File: src/hdl/avr_pkg.sv
// shared constants, types and the quarter-wave sine table for the axis vertex rotator
// no dependencies; compiled first

package avr_pkg;

   localparam int COORD_WIDTH      = 16;
   localparam int SINE_TABLE_DEPTH = 1024;
   localparam int FRAC_BITS        = 14;

   localparam int SIN_W    = FRAC_BITS + 1;
   localparam int TRIG_W   = SIN_W + 1;
   localparam int IDX_W    = $clog2(SINE_TABLE_DEPTH + 1);
   localparam int ROM_BITS = SIN_W * (SINE_TABLE_DEPTH + 1);

   localparam int ANGLE_W      = 16;
   localparam int STEP_W       = 16;
   localparam int FULL_TURN    = 36000;
   localparam int QUARTER_TURN = 9000;
   localparam int REM_W        = $clog2(QUARTER_TURN + 1);

   localparam int NUM_MAX     = QUARTER_TURN * SINE_TABLE_DEPTH + QUARTER_TURN / 2;
   localparam int NUM_W       = $clog2(NUM_MAX + 1);
   localparam int RECIP_SHIFT = NUM_W;
   localparam longint unsigned RECIP = (64'd1 << NUM_W) / QUARTER_TURN;
   localparam int RECIP_W     = $clog2(RECIP + 1);

   localparam int QUEUE_DEPTH = 4;
   localparam int QPTR_W      = $clog2(QUEUE_DEPTH);
   localparam int QCNT_W      = $clog2(QUEUE_DEPTH + 1);

   localparam int AXIS_W      = 2;
   localparam int CSR_INDEX_W = 1;
   localparam int CSR_DATA_W  = 16;

   localparam logic [AXIS_W-1:0] AXIS_X    = 2'd0;
   localparam logic [AXIS_W-1:0] AXIS_Y    = 2'd1;
   localparam logic [AXIS_W-1:0] AXIS_Z    = 2'd2;
   localparam logic [AXIS_W-1:0] AXIS_PASS = 2'd3;

   localparam logic OP_TICK   = 1'b0;
   localparam logic OP_VERTEX = 1'b1;

   localparam logic [CSR_INDEX_W-1:0] CSR_AXIS       = 1'b0;
   localparam logic [CSR_INDEX_W-1:0] CSR_ANGLE_STEP = 1'b1;

   localparam logic [63:0] PI_HALF_Q30 = 64'd1686629713;

   typedef struct packed {
      logic signed [COORD_WIDTH-1:0] x;
      logic signed [COORD_WIDTH-1:0] y;
      logic signed [COORD_WIDTH-1:0] z;
      logic [ANGLE_W-1:0]            angle;
   } vertex_type;

   // taylor series sine in q2.30, rounded to q1.14
   function automatic logic [ROM_BITS-1:0] build_sine_rom();
      logic [ROM_BITS-1:0] rom;
      logic [63:0]         theta;
      logic [63:0]         x2;
      logic [63:0]         term;
      longint              sum;
      rom = '0;
      for (int k = 0; k <= SINE_TABLE_DEPTH; k++) begin
         theta = (PI_HALF_Q30 * 64'(k)) / 64'(SINE_TABLE_DEPTH);
         x2    = (theta * theta) >> 30;
         sum   = longint'(theta);
         term  = ((theta * x2) >> 30) / 64'd6;
         sum   = sum - longint'(term);
         term  = ((term * x2) >> 30) / 64'd20;
         sum   = sum + longint'(term);
         term  = ((term * x2) >> 30) / 64'd42;
         sum   = sum - longint'(term);
         term  = ((term * x2) >> 30) / 64'd72;
         sum   = sum + longint'(term);
         term  = ((term * x2) >> 30) / 64'd110;
         sum   = sum - longint'(term);
         term  = ((term * x2) >> 30) / 64'd156;
         sum   = sum + longint'(term);
         if (sum < 0) begin
            sum = 0;
         end
         rom[k*SIN_W +: SIN_W] = SIN_W'((64'(sum) + 64'd32768) >> 16);
      end
      return rom;
   endfunction

   localparam logic [ROM_BITS-1:0] SINE_ROM = build_sine_rom();

endpackage

File: src/hdl/avr_front.sv
// front end: request channel, configuration registers and running angle
// depends on avr_pkg; feeds vertices into avr_fifo

module avr_front (
   input  logic                                clock,
   input  logic                                reset,
   input  logic                                req_valid,
   output logic                                req_stall,
   input  logic                                req_op,
   input  logic signed [avr_pkg::COORD_WIDTH-1:0] req_x_in,
   input  logic signed [avr_pkg::COORD_WIDTH-1:0] req_y_in,
   input  logic signed [avr_pkg::COORD_WIDTH-1:0] req_z_in,
   input  logic                                csr_wr_en,
   input  logic [avr_pkg::CSR_INDEX_W-1:0]     csr_index,
   input  logic [avr_pkg::CSR_DATA_W-1:0]      csr_wdata,
   input  logic                                fill_busy,
   input  logic                                queue_full,
   output logic                                push,
   output avr_pkg::vertex_type                 push_data,
   output logic [avr_pkg::AXIS_W-1:0]          axis
);

   import avr_pkg::*;

   logic [AXIS_W-1:0]  axis_ff;
   logic [STEP_W-1:0]  angle_step_ff;
   logic [ANGLE_W-1:0] angle_ff;
   logic [ANGLE_W-1:0] angle_in;
   logic [ANGLE_W:0]   angle_sum;
   logic               accept;

   assign req_stall = queue_full || fill_busy;
   assign accept    = req_valid && !req_stall;
   assign push      = accept && (req_op == OP_VERTEX);

   assign angle_sum = {1'b0, angle_ff} + {1'b0, angle_step_ff};
   assign angle_in  = (angle_sum > (ANGLE_W+1)'(FULL_TURN)) ? '0 : angle_sum[ANGLE_W-1:0];

   always_ff @(posedge clock) begin
      if (reset) begin
         axis_ff       <= AXIS_Z;
         angle_step_ff <= STEP_W'(1);
         angle_ff      <= '0;
      end else begin
         if (csr_wr_en) begin
            unique case (csr_index)
               CSR_AXIS:       axis_ff       <= csr_wdata[AXIS_W-1:0];
               CSR_ANGLE_STEP: angle_step_ff <= csr_wdata[STEP_W-1:0];
            endcase
         end
         if (accept && (req_op == OP_TICK)) begin
            angle_ff <= angle_in;
         end
      end
   end

   always_comb begin
      push_data.x     = req_x_in;
      push_data.y     = req_y_in;
      push_data.z     = req_z_in;
      push_data.angle = angle_ff;
   end

   assign axis = axis_ff;

endmodule

File: config.mk
export PLATFORM = sky130hd
export DESIGN_NAME = avr_front
export DESIGN_NICKNAME = d
export VERILOG_FILES = /design/src/hdl/avr_pkg.sv /design/src/hdl/avr_front.sv
export SDC_FILE = /design/constraint.sdc
export NUM_CORES = 1
export LEC_CHECK = 0
export BUFFER_PORTS_ARGS = -buffer_cell sky130_fd_sc_hd__buf_2
export CAP_MARGIN = 20
export CORE_AREA = 4 4 85 87
export DETAILED_ROUTE_END_ITERATION = 6
export DIE_AREA = 0 0 89 91
export PLACE_DENSITY = 0.74
export SLEW_MARGIN = 15
export SYNTH_ARGS = -nofsm -noshare
export SYNTH_HDL_FRONTEND = slang
export SYNTH_SLANG_ARGS = --single-unit
File: constraint.sdc
create_clock -name clock -period 4.1 [get_ports clock]
set_clock_uncertainty 0.15 [all_clocks]
set_input_delay 0 -clock clock [delete_from_list [all_inputs] [get_ports clock]]
set_output_delay 0 -clock clock [all_outputs]
set_load 0.05 [all_outputs]
Word-level counts from Yosys, hierarchy flattened
Index checks and enable logic that the tools add are counted.

Word-level logic and storage cells: 15. Input port bits: 72. Register bits: 34.

Mux-type cells: 1. Add/subtract/negate cells: 1. Bitwise logic cells: 2. $lt $le $gt $ge: 1. Reductions and logical operators: 7.

Operators by type and width (number): adder 16 x 16 -> 17 bit (1); > comparator 17 x 16 -> 1 bit, second input constant (1); two-way mux 16 bit (1); AND reduction 2 bit (2); logical AND 1 bit (3); inverter 1 bit (2); zero test 1 bit (1); logical OR 1 bit (1).

Longest topological paths before layout
Word-level depth: 4. Mapped depth: 10. Depth with buffers taken out: 10.

Worst setup path before layout
No wires, ideal clock.

Path kind: reg-to-reg. Start point: reg angle_ff[0]. End point: reg angle_ff[6]. Setup slack: 0.978 ns. Path buffers: 0. Data arrival time: 2.842 ns. Setup time: 0.129 ns. Period minus slack after synthesis: 3.122 ns. Stages on the path, launching flop included: 11. Cell sequence: dfxtp_1 ha_1 fa_1 a21o_1 a21oi_1 xnor2_1 o311ai_1 a211oi_1 o311ai_4 a31oi_4 o21ai_1.

Longest elaborated chain between the ends: 3.

RTL lines: start: declaration (RTL line avr_front.sv:27) `logic [ANGLE_W-1:0] angle_ff;`; start signal: assignment (RTL line avr_front.sv:52) `angle_ff <= angle_in;`; adder 16 x 16 -> 17 bit (*) (RTL line avr_front.sv:36) `assign angle_sum = {1'b0, angle_ff} + {1'b0, angle_step_ff};`; > comparator 17 x 16 -> 1 bit (RTL line avr_front.sv:37) `assign angle_in = (angle_sum > (ANGLE_W+1)'(FULL_TURN)) ? '0 : angle_sum[ANGLE_W-1:0];`; two-way mux 16 bit (*) (RTL line avr_front.sv:37).

Mark *: on every way between the ends. The rest lies on a longest branch, timed or not. A chain may end at the register's enable or synchronous reset.

Final worst setup path
Ends and elaborated chain as after synthesis.

==> impl_metrics.yaml <==
synth:
  synth-seq-cells: 34
  synth_cells: 319
  synth_xor_xnor_area_share_pct: 4.15
  ys_warn_count: 0
  ys.flop_type: "dfxtp_1"
  ys_seq_area_share_pct: 26.9
  ys_types: 51
  synth_compound_area_share_pct: 22.8
  synth_nets: 408
  yosysTopAreaCellShare_pct: 26.9
  ys_top_cells_by_area: "dfxtp_1 (27%), buf_4 (15%), nand2_1 (8.0%)"
  synth_edf_count: 0
  avgSynthCellArea_um2: 7.94
  synth-async-reset-ratio_pct: 0
  synth_top_family_by_area: "compound AO/OA/AOI/OAI gates"
  netlist_area_um2: 2530
  synthSimpleGateAreaFrac_pct: 19.0
  synth_mux_area_share_pct: 1.19
  synth_fa_ha_area_share_pct: 8.69
  yosys.area.top_type: "dfxtp_1"
floorplanning:
  io_pins: 140
  fp-row-count: 29
  die_y_um: 91
  design.core.area_um2: 6350
  die_area_um2: 8100
  initial_core_util_pct: 39.9
  fp.dieW_um: 89
clock_network:
  clockRootBuffer: "clkbuf_8"
  ctsHtreeMaxLevel: 2
  cts_buffers: 5
  clk-insertion-delay-late_ns: 0.29
  clkTransAtPathRegs_ns: 0.08
  cts.sinks: 34
  cts_tree: "done"
  clock_path_buffers: 2
setup_path:
  required_ns: 4.13
  startpoint: "angle_ff[0]"
  rr_startpoint: "angle_ff[0]"
  crit_type: "register to register"
  start_kind: "register"
  r2r_slack_ns: 0.96
  path_max_fanout: 10
  setup.worst_path.end: "angle_ff[6]"
  rr_worst_depth: 10
  critPathArrivalTime_ns: 3.16
  r2r_end: "angle_ff[6]"
  end_kind: "register"
final_layout:
  num_antenna_cells: 0
  nNetsFinal: 482
  final_cell_count_no_fill: 471
  layout-drive-gt1-share_pct: 17.5
  area_delta_synth_final_pct: 32.3
  final_common_cell: "dlygate4sd3_1"
  mostFrequentLayoutCells: "dlygate4sd3_1 (81), nand2_1 (54), buf_2 (43)"
  fillers: 549
sta:
  hold_violations: 0
  tightest_slew_ns: 0.620
  period_minus_slack_ns: 3.14
  finalMaxSlewViolations: 0
  setup_viol: 0
  fin_crit_sh_pct: 76.6
  max_freq_mhz: 319
  slew_headroom_pct: 58.3
  setup_tns_ns: 0
  rsz0062_at_grt: "no"
routing:
  vias_per_cell: 5.14
  dr.pass1.iters: 4
  drcViolationCount: 0
  dr_total_vias: 2423
  drt-wirelength-per-cell_um: 14.7
  ant_nets: 0
  drt_iter0_drc: 131
  wl_um: 6920
placement:
  dpl.cell_count: 382
  hpwl_um: 4470
  numPortBuffers: 43
  gp_congestion: 0.931
power_and_ir_drop:
  leakage_nw: 1.52
  totalPowerFinal_mw: 0.878
  power.density_nw_per_um2: 262
  peakVddDrop_mv: 0.234
grt:
  gr-total-overflow: 0
  grt_pass1_vias: 2487
  grt_pass1_wl_um: 11500
  track_usage_pct: 17.5
  grt_max_degree: 22
  antenna_found_initial: 0
job:
  drv_cap: 0
run_status:
  status: "complete, no violations"
min_path:
  hp-class: "primary input to register"
-- worst max-delay path: stages, from the launching register on --
cell      delay, ns
dfxtp_1        0.32
ha_1           0.22
fa_1           0.40
a21o_1         0.23
a21oi_1        0.26
xnor2_1        0.16
o311ai_1       0.11
a211oi_1       0.42
o311ai_4       0.17
a31oi_4        0.47
o21ai_1        0.10
-- logic make-up (layout without fill, tap and decap cells) --
kind of cell | Yosys count | after routing
buf+inv | 68 | 143
fa+ha+maj | 17 | 17
flops | 34 | 34
mux | 3 | 3
compound gates | 78 | 78
simple gates | 107 | 107
xor+xnor | 12 | 12
-- report_power, final --
group / total, mW / switching [mW] / internal, mW
clock network: 0.269 / 0.134 / 0.135
registers: 0.349 / 0.00812 / 0.341
logic: 0.260 / 0.172 / 0.0875
-- cell type report --
class | count | area (um2) | area share (%)
timing repair buffer | 124 | 1030 | 30.6
inverter | 11 | 41.3 | 1.23
sequential | 34 | 681 | 20.3
tap | 77 | 96.3 | 2.87
clock buffer | 6 | 82.6 | 2.46
clock inverter | 2 | 12.5 | 0.373
multi-input combinational | 217 | 1410 | 42.2
-- worst min path at each step --
stage,slack (ns),from,depth (start not counted),to
6_report,0.01,csr_index,4,axis[0]
5_1_grt,0.03,csr_index,4,axis[0]
4_1_cts,0.01,csr_index,4,axis[0]
3_5_place_dp,-0.15,req_z_in[2],0,push_data[18]
3_3_place_gp,-0.15,req_z_in[2],0,push_data[18]
2_1_floorplan,-0.03,csr_wdata[0],2,angle_step_ff[0]
-- Yosys cell counts (4+ instances only) --
master    number
a211oi_1       4
a21o_1         5
a21oi_1       25
and3_1         4
buf_4         49
clkbuf_1       8
dfxtp_1       34
ha_1          16
inv_1         11
nand2_1       54
nand3_1        5
nand4_1        4
nor2_1        20
nor3_1         7
o21ai_0        6
o21ai_2       10
xnor2_1        6
xor2_1         6
-- registers in the layout, summed over array words and instances, names as in the netlist --
| signal | flops |
|---|---|
| angle_ff | 16 |
| angle_step_ff | 16 |
| axis | 2 |
-- what timing repair did --
item / 4_1_cts / 5_1_grt
setup buffers: 0 / 0
hold buffers: 81 / 0
resized for setup: 0 / 0
endpoints found under the hold margin: 69 / 0
-- layer usage --
| metal | track usage, % | part of all wire [%] |
|---|---|---|
| met1 | 21.5 | 41 |
| met2 | 30.8 | 51 |
| met3 | 3.71 | 6.0 |
| met4 | 4.47 | 1.3 |
| met5 | 0 | 0 |
-- metrics by stage --
step | hold WS (ns) | util [%] | area, um2 | worst slack (ns)
after floorplan | -0.0262 | - | 2530 | 0.978
after global placement | -0.150 | 38.5 | 2450 | 1.04
after detailed placement | -0.150 | 38.5 | 2450 | 0.990
after CTS | 0.0139 | 52.8 | 3350 | 0.970
after global routing | 0.0298 | 52.8 | 3350 | 0.742
final | 0.0106 | 52.8 | 3350 | 0.961
No activity file was read; power rests on OpenSTA's default activity.
