===== config.mk =====
export PLATFORM = sky130hd
export DESIGN_NAME = avr_fifo
export DESIGN_NICKNAME = d
export VERILOG_FILES = /design/src/hdl/avr_pkg.sv /design/src/hdl/avr_fifo.sv
export SDC_FILE = /design/constraint.sdc
export NUM_CORES = 1
export LEC_CHECK = 0
export ABC_CLOCK_PERIOD_IN_PS = 3650
export BUFFER_PORTS_ARGS = -buffer_cell sky130_fd_sc_hd__buf_2
export CAP_MARGIN = 30
export CORE_ASPECT_RATIO = 1.75
export CORE_MARGIN = 5
export CORE_UTILIZATION = 55
export CTS_CLUSTER_SIZE = 12
export DETAILED_ROUTE_END_ITERATION = 7
export GPL_ROUTABILITY_DRIVEN = 0
export GPL_TIMING_DRIVEN = 1
export PLACE_DENSITY_LB_ADDON = 0.25
export SLEW_MARGIN = 20
export SYNTH_ARGS = -nofsm -noshare
export SYNTH_HDL_FRONTEND = slang
export SYNTH_SLANG_ARGS = --single-unit

===== constraint.sdc =====
create_clock -name clock -period 3.65 [get_ports clock]
set_input_delay 0.365 -clock clock [delete_from_list [all_inputs] [get_ports clock]]
set_output_delay 0.365 -clock clock [all_outputs]
set_load 0.1 [all_outputs]

===== src/hdl/avr_pkg.sv =====
// shared constants, types and the quarter-wave sine table for the axis vertex rotator
// no dependencies; compiled first

package avr_pkg;

   localparam int COORD_WIDTH      = 16;
   localparam int SINE_TABLE_DEPTH = 1024;
   localparam int FRAC_BITS        = 14;

   localparam int SIN_W    = FRAC_BITS + 1;
   localparam int TRIG_W   = SIN_W + 1;
   localparam int IDX_W    = $clog2(SINE_TABLE_DEPTH + 1);
   localparam int ROM_BITS = SIN_W * (SINE_TABLE_DEPTH + 1);

   localparam int ANGLE_W      = 16;
   localparam int STEP_W       = 16;
   localparam int FULL_TURN    = 36000;
   localparam int QUARTER_TURN = 9000;
   localparam int REM_W        = $clog2(QUARTER_TURN + 1);

   localparam int NUM_MAX     = QUARTER_TURN * SINE_TABLE_DEPTH + QUARTER_TURN / 2;
   localparam int NUM_W       = $clog2(NUM_MAX + 1);
   localparam int RECIP_SHIFT = NUM_W;
   localparam longint unsigned RECIP = (64'd1 << NUM_W) / QUARTER_TURN;
   localparam int RECIP_W     = $clog2(RECIP + 1);

   localparam int QUEUE_DEPTH = 4;
   localparam int QPTR_W      = $clog2(QUEUE_DEPTH);
   localparam int QCNT_W      = $clog2(QUEUE_DEPTH + 1);

   localparam int AXIS_W      = 2;
   localparam int CSR_INDEX_W = 1;
   localparam int CSR_DATA_W  = 16;

   localparam logic [AXIS_W-1:0] AXIS_X    = 2'd0;
   localparam logic [AXIS_W-1:0] AXIS_Y    = 2'd1;
   localparam logic [AXIS_W-1:0] AXIS_Z    = 2'd2;
   localparam logic [AXIS_W-1:0] AXIS_PASS = 2'd3;

   localparam logic OP_TICK   = 1'b0;
   localparam logic OP_VERTEX = 1'b1;

   localparam logic [CSR_INDEX_W-1:0] CSR_AXIS       = 1'b0;
   localparam logic [CSR_INDEX_W-1:0] CSR_ANGLE_STEP = 1'b1;

   localparam logic [63:0] PI_HALF_Q30 = 64'd1686629713;

   typedef struct packed {
      logic signed [COORD_WIDTH-1:0] x;
      logic signed [COORD_WIDTH-1:0] y;
      logic signed [COORD_WIDTH-1:0] z;
      logic [ANGLE_W-1:0]            angle;
   } vertex_type;

   // taylor series sine in q2.30, rounded to q1.14
   function automatic logic [ROM_BITS-1:0] build_sine_rom();
      logic [ROM_BITS-1:0] rom;
      logic [63:0]         theta;
      logic [63:0]         x2;
      logic [63:0]         term;
      longint              sum;
      rom = '0;
      for (int k = 0; k <= SINE_TABLE_DEPTH; k++) begin
         theta = (PI_HALF_Q30 * 64'(k)) / 64'(SINE_TABLE_DEPTH);
         x2    = (theta * theta) >> 30;
         sum   = longint'(theta);
         term  = ((theta * x2) >> 30) / 64'd6;
         sum   = sum - longint'(term);
         term  = ((term * x2) >> 30) / 64'd20;
         sum   = sum + longint'(term);
         term  = ((term * x2) >> 30) / 64'd42;
         sum   = sum - longint'(term);
         term  = ((term * x2) >> 30) / 64'd72;
         sum   = sum + longint'(term);
         term  = ((term * x2) >> 30) / 64'd110;
         sum   = sum - longint'(term);
         term  = ((term * x2) >> 30) / 64'd156;
         sum   = sum + longint'(term);
         if (sum < 0) begin
            sum = 0;
         end
         rom[k*SIN_W +: SIN_W] = SIN_W'((64'(sum) + 64'd32768) >> 16);
      end
      return rom;
   endfunction

   localparam logic [ROM_BITS-1:0] SINE_ROM = build_sine_rom();

endpackage


===== src/hdl/avr_fifo.sv =====
// short vertex queue between the front end and the rotation pipeline
// depends on avr_pkg

module avr_fifo (
   input  logic               clock,
   input  logic               reset,
   input  logic               push,
   input  avr_pkg::vertex_type push_data,
   input  logic               pop,
   output avr_pkg::vertex_type pop_data,
   output logic               full,
   output logic               empty
);

   import avr_pkg::*;

   vertex_type        slot_ff [QUEUE_DEPTH];
   logic [QPTR_W-1:0] wr_ptr_ff;
   logic [QPTR_W-1:0] rd_ptr_ff;
   logic [QCNT_W-1:0] count_ff;
   logic [QCNT_W-1:0] count_in;

   always_comb begin
      count_in = count_ff;
      if (push && !pop) begin
         count_in = count_ff + QCNT_W'(1);
      end else if (pop && !push) begin
         count_in = count_ff - QCNT_W'(1);
      end
   end

   always_ff @(posedge clock) begin
      if (reset) begin
         wr_ptr_ff <= '0;
         rd_ptr_ff <= '0;
         count_ff  <= '0;
      end else begin
         if (push) begin
            wr_ptr_ff <= wr_ptr_ff + QPTR_W'(1);
         end
         if (pop) begin
            rd_ptr_ff <= rd_ptr_ff + QPTR_W'(1);
         end
         count_ff <= count_in;
      end
   end

   always_ff @(posedge clock) begin
      if (push) begin
         slot_ff[wr_ptr_ff] <= push_data;
      end
   end

   assign pop_data = slot_ff[rd_ptr_ff];
   assign full     = (count_ff == QCNT_W'(QUEUE_DEPTH));
   assign empty    = (count_ff == '0);

endmodule


---- Yosys cells after proc, flatten, opt, wreduce, memory -nomap -nowiden ----
Memories as Yosys holds them, arrays and structs flattened. A register that Yosys moved wholly into a read port is not among the register bits.
Index checks and enable logic that the tools add are counted.
operators by class
  $add $sub $neg .......................... 4
  eq/ne operators ......................... 1
  muxes and demuxes ....................... 6
  reduce and logical (&&, ||, !) cells .... 6
operators with widths
  cell                   count
  $mux W3                2
  $add A2 B1 Y2 const B  2
  $mux W2                2
  $add A3 B1 Y3 const B  1
  $eq A3 B3 Y1 const B   1
  $logic_not A3 Y1       1
  $sub A3 B1 Y3 const B  1
  $logic_and A1 B1 Y1    2
  $logic_not A1 Y1       2
  $mux W1                2
  $reduce_bool A2 Y1     1
word-level totals
  flip-flop bits (word level) ............. 7
  memories kept ........................... 1
  word-level logic and storage cells ...... 21
  RAM bits ................................ 256
  input port bits ......................... 68
  output and inout bits ................... 66
memory list
  memory   words  bits a word  read ports  clocked after memory_dff  write ports  RTL line        text
  slot_ff  4      64           1           1                         1            avr_fifo.sv:17  vertex_type slot_ff [QUEUE_DEPTH];

---- Depth between registers and ports, before layout ----
Gate-level depths: netlist (run 1).
  word-level depth ........................ 4
  depth in mapped cells ................... 7
  depth with buffers taken out ............ 7

---- Worst setup path after synthesis (run 1) ----
Ideal clock, no wire load.
  path kind ............................... register to output
  start ................................... reg count_ff[1]
  end ..................................... out full
  path slack .............................. 733 ps
  stages on the path, launching flop included .. 2
  buffers on the path ..................... 0
  arrival time ............................ 2552 ps
  cell sequence ........................... dfxtp_1 -> nor3b_1
on the way
  word-level cells in the longest chain between the ends .. 1
ends and longest elaborated chain
  item                    RTL line        text
  from (decl)             avr_fifo.sv:20  logic [QCNT_W-1:0] count_ff;
  from (signal assigned)  avr_fifo.sv:44  count_ff <= count_in;
  $eq A3 B3 Y1            avr_fifo.sv:55  assign full = (count_ff == QCNT_W'(QUEUE_DEPTH));
  to (decl)               avr_fifo.sv:11  output logic full,
Every way passes these cells.

==> flow_summary_export.csv, run 1 <==
group,metric,value,unit
outcome,status,"finished, final reports clean",
critical_path,crit_path_end_kind,"output port",
clock_network,cts_hold_buf,0,
clock_network,clk_latency,510,ps
power,power.switching,2.158,mW
flow_run,cap_violations,0,
die,dieWidth,110.6,um
sta,tightestPinTransition,955.5,ps
sta,finalWorstSetupSlack,819.3,ps
cells_and_area,drive_above_1_share,0.4299,
placed_design,dp_hpwl,10690,um
synthesis,ys_ff_latch,265,
clock_network,cts_buffer_depth,3,
drt,vias,4280,
placed_design,io_buffers,133,
die,core_area,0.01746,mm^2
sta,report.final.hold_viol_count,0,
synthesis,synth_top_area_cell,"edfxtp_1",
power,seqPwrFrac,0.489,
drt,wl_per_cell,22.33,um
clock_network,cts_setup_buffers,0,
power,power.leakage,3.844,nW
sta,finalSetupTns,0,ps
sta,drv_slew,0,
clock_network,cts_tree,"built",
cells_and_area,layout.cells.most_common_list,"edfxtp_1, buf_2, mux4_2",
drt,ant_nets,0,
power,peakVddDrop,0.4326,mV
critical_path,crit_type,"flip-flop to output port",
synthesis,synth_edf_count,256,
sta,setup-violations-final,0,
power,swShare,0.2959,
synthesis,ys_seq_area_frac,0.8078,
power,power_density,640.7,mW/mm^2
sta,fin_crit,2831,ps
critical_path,start_kind,"flip-flop",
synthesis,synth_top_cell_area_share,0.7893,
placed_design,dp_slack,1288,ps
die,initial_core_util,0.5579,
synthesis,synthArstFlopShare,0,
synthesis,ys.flop_type,"edfxtp_1",
drt,drc,0,
min_path,hold_class,"primary input to flip-flop",
global_routing,track_usage,0.1686,
sta,finalCritPeriodShare,0.7755,
drt,first_iter_violations,212,
drt,finalWirelength,17310,um
die,die_h,186.0,um
synthesis,netlist_area,0.009739,mm^2
sta,timing.fmax,353.3,MHz
clock_network,cts_num_sinks,265,
synthesis,yosys_warnings,0,
global_routing,grt_max_degree,65,
global_routing,grt_pass1_vias,4770,
sta,worst_slew_margin_rel,0.3630,
synthesis,synth_cells,378,
die,dieArea,0.02057,mm^2
sta,fin_skew,7.552,ps
power,cell_internal_pwr,5.136,mW
cells_and_area,area_growth,16.88,%
clock_network,cts_htree_levels,1,
cells_and_area,layout.cells.most_common,"edfxtp_1",
global_routing,grt_pass1_wl,26710,um
clock_network,cts-resized-gates,0,
synthesis,avgSynthCellArea,25.77,um^2
global_routing,antenna_found_initial,5,
die,io_pins,134,
critical_path,path_max_fanout,19,
global_routing,overflow,0,
power,power_frac_clock,0.320,
critical_path,critPathArrivalTime,2470,ps
drt,vias_per_cell,5.523,
sta,rsz0062_at_grt,"no",
clock_network,clk_pin_slew,60,ps
clock_network,cts_made_buffers,26,
power,comb_power_share,0.191,
synthesis,synthTopCellsByArea,"edfxtp_1, mux4_2, dfxtp_1, buf_12, mux4_1",
critical_path,critPathRequiredTime,3280,ps
drt,first_pass_iters,4,
cells_and_area,nets,604,
clock_network,clockRootBuffer,"clkbuf_16",
die,num_rows,64,
synthesis,synth_cell_types,23,
synthesis,syn_nets,452,
-- logic make-up after synthesis --
| family | after synthesis | share of synthesized area |
|---|---|---|
| simple gates | 15 | 0.007580 |
| compound gates | 2 | 0.001027 |
| buf+inv | 19 | 0.01901 |
| xor+xnor | 5 | 0.004497 |
| flops | 265 | 0.8078 |
| mux | 66 | 0.1516 |
| fa+ha+maj | 6 | 0.008479 |
-- final cells by class --
class,instances,area [um^2]
clock inverter,1,8.758
sequential,265,7875
tap,231,289.0
timing repair buffer,139,773.2
antenna,2,5.005
fill,1231,6073
multi-input combinational,94,1697
inverter,4,15.01
clock buffer,39,720.7
-- stage by stage --
step	total power, mW	hold WS (ps)	std cells	area [um^2]	util
2_1_floorplan	4.800	463.9	378	9739	-
3_3_place_gp	5.010	479.9	729	10570	0.6054
3_5_place_dp	5.043	525.4	732	10630	0.6089
4_1_cts	7.372	48.44	772	11360	0.6507
5_1_grt	7.554	50.13	775	11380	0.6521
6_report	7.294	67.17	775	11380	0.6521
-- cells in the mapped netlist, types with 2 or more instances --
cell type / number
and2_1: 4
buf_12: 6
buf_2: 6
dfxtp_1: 9
edfxtp_1: 256
ha_1: 5
inv_1: 4
mux2i_1: 2
mux4_1: 4
mux4_2: 60
nor2_1: 7
xnor2_1: 2
xor2_1: 3
-- worst max-delay path: stages (launching register included) --
cell     delay, ps
dfxtp_4        590
buf_4          410
mux4_1         620
buf_2          310
-- layer usage --
layer	routed length, um	share of wire	global-route usage	vias to the layer above
li1	-	-	-	1904
met1	6374	0.37	0.1945	2229
met2	9597	0.55	0.3081	113
met3	898	0.052	0.04131	28
met4	399	0.023	0.05868	6
met5	34	0.0020	0	-
-- registers in the layout (all words and copies together), names as in the netlist, named ones only --
register	cells
count_ff	3
rd_ptr_ff	2
wr_ptr_ff	2
slot_ff	256
-- path summary, 6_finish.rpt --
kind / cells after the start / to / startpoint / slack (ps)
max reg2reg: 4 / slot_ff[0][62]$_DFFE_PP_ / wr_ptr_ff[0]$_SDFFE_PP0P_ / 1950
min: 1 / slot_ff[2][38]$_DFFE_PP_ / push_data[38] / 70
min reg2reg: 2 / rd_ptr_ff[1]$_SDFFE_PP0P_ / rd_ptr_ff[1]$_SDFFE_PP0P_ / 530
max: 3 / pop_data[60] / flip-flop / 820
-- power groups by stage --
stage | combinational (mW) | clock, mW | sequential (mW)
after floorplan | 1.21 | 0 | 3.59
after global placement | 1.38 | 0 | 3.63
after detailed placement | 1.41 | 0 | 3.63
after CTS | 1.41 | 2.39 | 3.57
after global routing | 1.45 | 2.53 | 3.58
final | 1.39 | 2.34 | 3.57
(Power assumes the default switching activity.)
==> run 2: changes to the inputs <==
Settings changed: ABC_AREA from default to 1, ABC_CLOCK_PERIOD_IN_PS 3650 to 2700.
Clock period 3.65 ns to 2.7 ns, I/O delays scaled along.
==> run 2 against run 1 <==
Effect of this change: clock power is 35% higher; via count is 48% higher; first-iteration DRC count is 79% higher; routed wire length is 33% higher; largest cell class unchanged.
==> flow_summary_export.csv, run 2 <==
group,metric,value,unit
synthesis,synth_commonest_cells,"edfxtp_1, nor2_1, o21ai_0",
die,initial_core_util,0.5559,
die,dieWidth,111.7,um
drt,vias_per_cell,5.653,
clock_network,cts_num_sinks,265,
cells_and_area,area_growth,32.54,%
cells_and_area,fill_cells,1108,
critical_path,max_stage_delay,550,ps
global_routing,antenna_found_initial,1,
global_routing,grt_pass1_vias,6752,
power,power.leakage,4.717,nW
critical_path,critPathRequiredTime,2430,ps
die,core_area,0.01789,mm^2
placed_design,dp_hpwl,13490,um
cells_and_area,largest_register_ffs,256,
synthesis,synth_cell_types,22,
sta,report.final.hold_viol_count,0,
flow_run,cap_violations,0,
clock_network,clockRootBuffer,"clkbuf_16",
critical_path,cpMostUsedCell,"buf_12",
drt,wl_per_cell,20.57,um
sta,tightestPinTransition,508.1,ps
synthesis,syn_nets,751,
clock_network,clk_latency,510,ps
cells_and_area,fin_area,0.01318,mm^2
sta,rsz0062_at_grt,"no",
cells_and_area,layout.cells.most_common,"edfxtp_1",
power,power_density,781.7,mW/mm^2
clock_network,cts_htree_levels,1,
power,peakVddDrop,0.6507,mV
placed_design,post_dp_cell_area,0.01179,mm^2
sta,worst_slew_margin_rel,0.6636,
min_path,min_to,"slot_ff[3][49]$_DFFE_PP_",
sta,drv_slew,0,
min_path,min-delay-start,"push_data[49]",
synthesis,yosys_warnings,0,
critical_path,start_kind,"flip-flop",
synthesis,synth_cells,677,
synthesis,synth_top_cell_area_share,0.7728,
sta,holdWs,21.36,ps
min_path,whs_path_depth,1,
die,dieArea,0.02098,mm^2
synthesis,avgSynthCellArea,14.69,um^2
drt,vias,6343,
cells_and_area,drive_above_1_share,0.2086,
die,num_rows,65,
critical_path,critPathArrivalTime,2250,ps
critical_path,crit_type,"flip-flop to output port",
global_routing,grt_max_degree,90,
global_routing,track_usage,0.2137,
critical_path,crit_family,"buffers and inverters",
critical_path,crit_chain,"buf_12 > o21ai_0 > o22ai_1 > buf_12",
clock_network,cts_buffer_depth,3,
critical_path,r2r-start,"wr_ptr_ff[1]$_SDFFE_PP0P_",
cells_and_area,regMostFlops,"slot_ff",
synthesis,synth_top_area_cell,"edfxtp_1",
die,die_h,187.9,um
synthesis,netlist_area,0.009947,mm^2
critical_path,timing.reg2reg.setup_slack,1010,ps
synthesis,ys_ff_latch,265,
drt,drc,0,
cells_and_area,layout.cells.most_common_list,"edfxtp_1, nor2_1, o21ai_0",
critical_path,reg2regPathDepth,5,
cells_and_area,reg.largest.list,"slot_ff x256, count_ff x3",
drt,ant_nets,0,
synthesis,synthTopCellsByArea,"edfxtp_1, nor2_1, o22ai_1, o21ai_0, o21ai_1",
synthesis,synth_edf_count,256,
placed_design,io_buffers,133,
critical_path,cp_slowest_cell,"dfxtp_4",
critical_path,crit_path_end_kind,"output port",
drt,first_pass_iters,5,
sta,fin_crit,2521,ps
power,total_power,10.31,mW
critical_path,path_max_fanout,89,
cells_and_area,multi_input_area,0.001730,mm^2
synthesis,ys.flop_type,"edfxtp_1",
synthesis,ys_seq_area_frac,0.7909,
die,io_pins,134,
drt,first_iter_violations,380,
global_routing,overflow,0,
synthesis,synth_most_common_cell,"edfxtp_1",
sta,timing.fmax,396.6,MHz
cells_and_area,nets,951,
sta,setup-violations-final,0,
sta,finalCritPeriodShare,0.9338,
clock_network,clk_pin_slew,60,ps
clock_network,cts_tree,"built",
sta,fin_skew,8.973,ps
min_path,hold_class,"primary input to flip-flop",
clock_network,cts_made_buffers,26,
cells_and_area,area.sequential,0.007873,mm^2
drt,finalWirelength,23090,um
critical_path,r2r-end,"slot_ff[1][20]$_DFFE_PP_",
critical_path,cp_num_buf_inv,2,
synthesis,synthArstFlopShare,0,
outcome,status,"finished, final reports clean",
sta,finalSetupTns,0,ps
global_routing,grt_pass1_wl,35530,um
run 2: changes by cell type after synthesis, sizes merged, moves of 4 or more:
cell    delta
and2       -4
buf       +11
clkbuf    +15
inv       +12
mux4      -64
nand2      +8
nor2     +127
o21ai    +132
o22ai     +64
run 2: cells by family after synthesis:
family                     Yosys count  synth area share
and+or+nand+nor                    147           0.05610
buffers and inverters               58           0.03509
xor gates and xnor gates             1         0.0008807
DFF                                265            0.7909
AOI/OAI and AO/OA                  200            0.1087
adders and majority gates            6          0.008302
run 2: worst reg2reg max path: cells and delay by family, from the launching register on:
family / cells / cell delay (ps)
buf+inv: 3 / 820
flops: 1 / 340
fa+ha+maj: 1 / 160
simple gates: 1 / 60
run 2: cell type report:
| class | instances | area share |
|---|---|---|
| inverter | 17 | 0.005220 |
| multi-input combinational | 354 | 0.1313 |
| tap | 234 | 0.02221 |
| antenna | 1 | 0.0001898 |
| sequential | 265 | 0.5971 |
| clock inverter | 1 | 0.0008541 |
| timing repair buffer | 213 | 0.1890 |
| clock buffer | 37 | 0.05410 |
run 2: metrics by stage:
stage | setup slack (ps) | utilization | std cells
5_1_grt | 60.01 | 0.7369 | 1122
6_report | 178.7 | 0.7369 | 1122
3_5_place_dp | 548.6 | 0.6589 | 1018
2_1_floorplan | 11.58 | - | 677
4_1_cts | 73.48 | 0.7353 | 1120
3_3_place_gp | 565.4 | 0.6589 | 1018
run 2: where the power goes:
group	switching, mW	leakage [nW]	total [mW]	internal (mW)
logic	1.61	1.94	2.37	0.758
registers	0.0639	2.43	4.76	4.70
clock network	1.36	0.351	3.17	1.81
total	3.04	4.72	10.3	7.27
run 2: how the worst max path moves through the flow:
stage                     slack (ps)      endpoint                startpoint  cells past startpoint
final                            180  pop_data[44]                 flip-flop                      4
after CTS                         70  pop_data[50]                 flip-flop                      4
after floorplan                   10         empty  count_ff[0]$_SDFFE_PP0P_                      1
after global routing              60   pop_data[6]                 flip-flop                      5
after global placement           570  pop_data[52]                 flip-flop                      5
after detailed placement         550  pop_data[62]                 flip-flop                      5
run 2: what timing repair did:
item / CTS / global route
endpoints found under the hold margin: 253 / 0
resized for setup: 1 / 0
cloned: 0 / 0
setup buffers: 0 / 1
setup endpoints to repair: 1 / 14
hold buffers: 64 / 0
run 2: metal layers:
layer / track usage / up-vias / part of all wire
li1: - / 2941 / -
met1: 0.2484 / 3104 / 0.36
met2: 0.3928 / 235 / 0.56
met3: 0.03132 / 63 / 0.047
met4: 0.08571 / 0 / 0.037
met5: 0 / - / 0
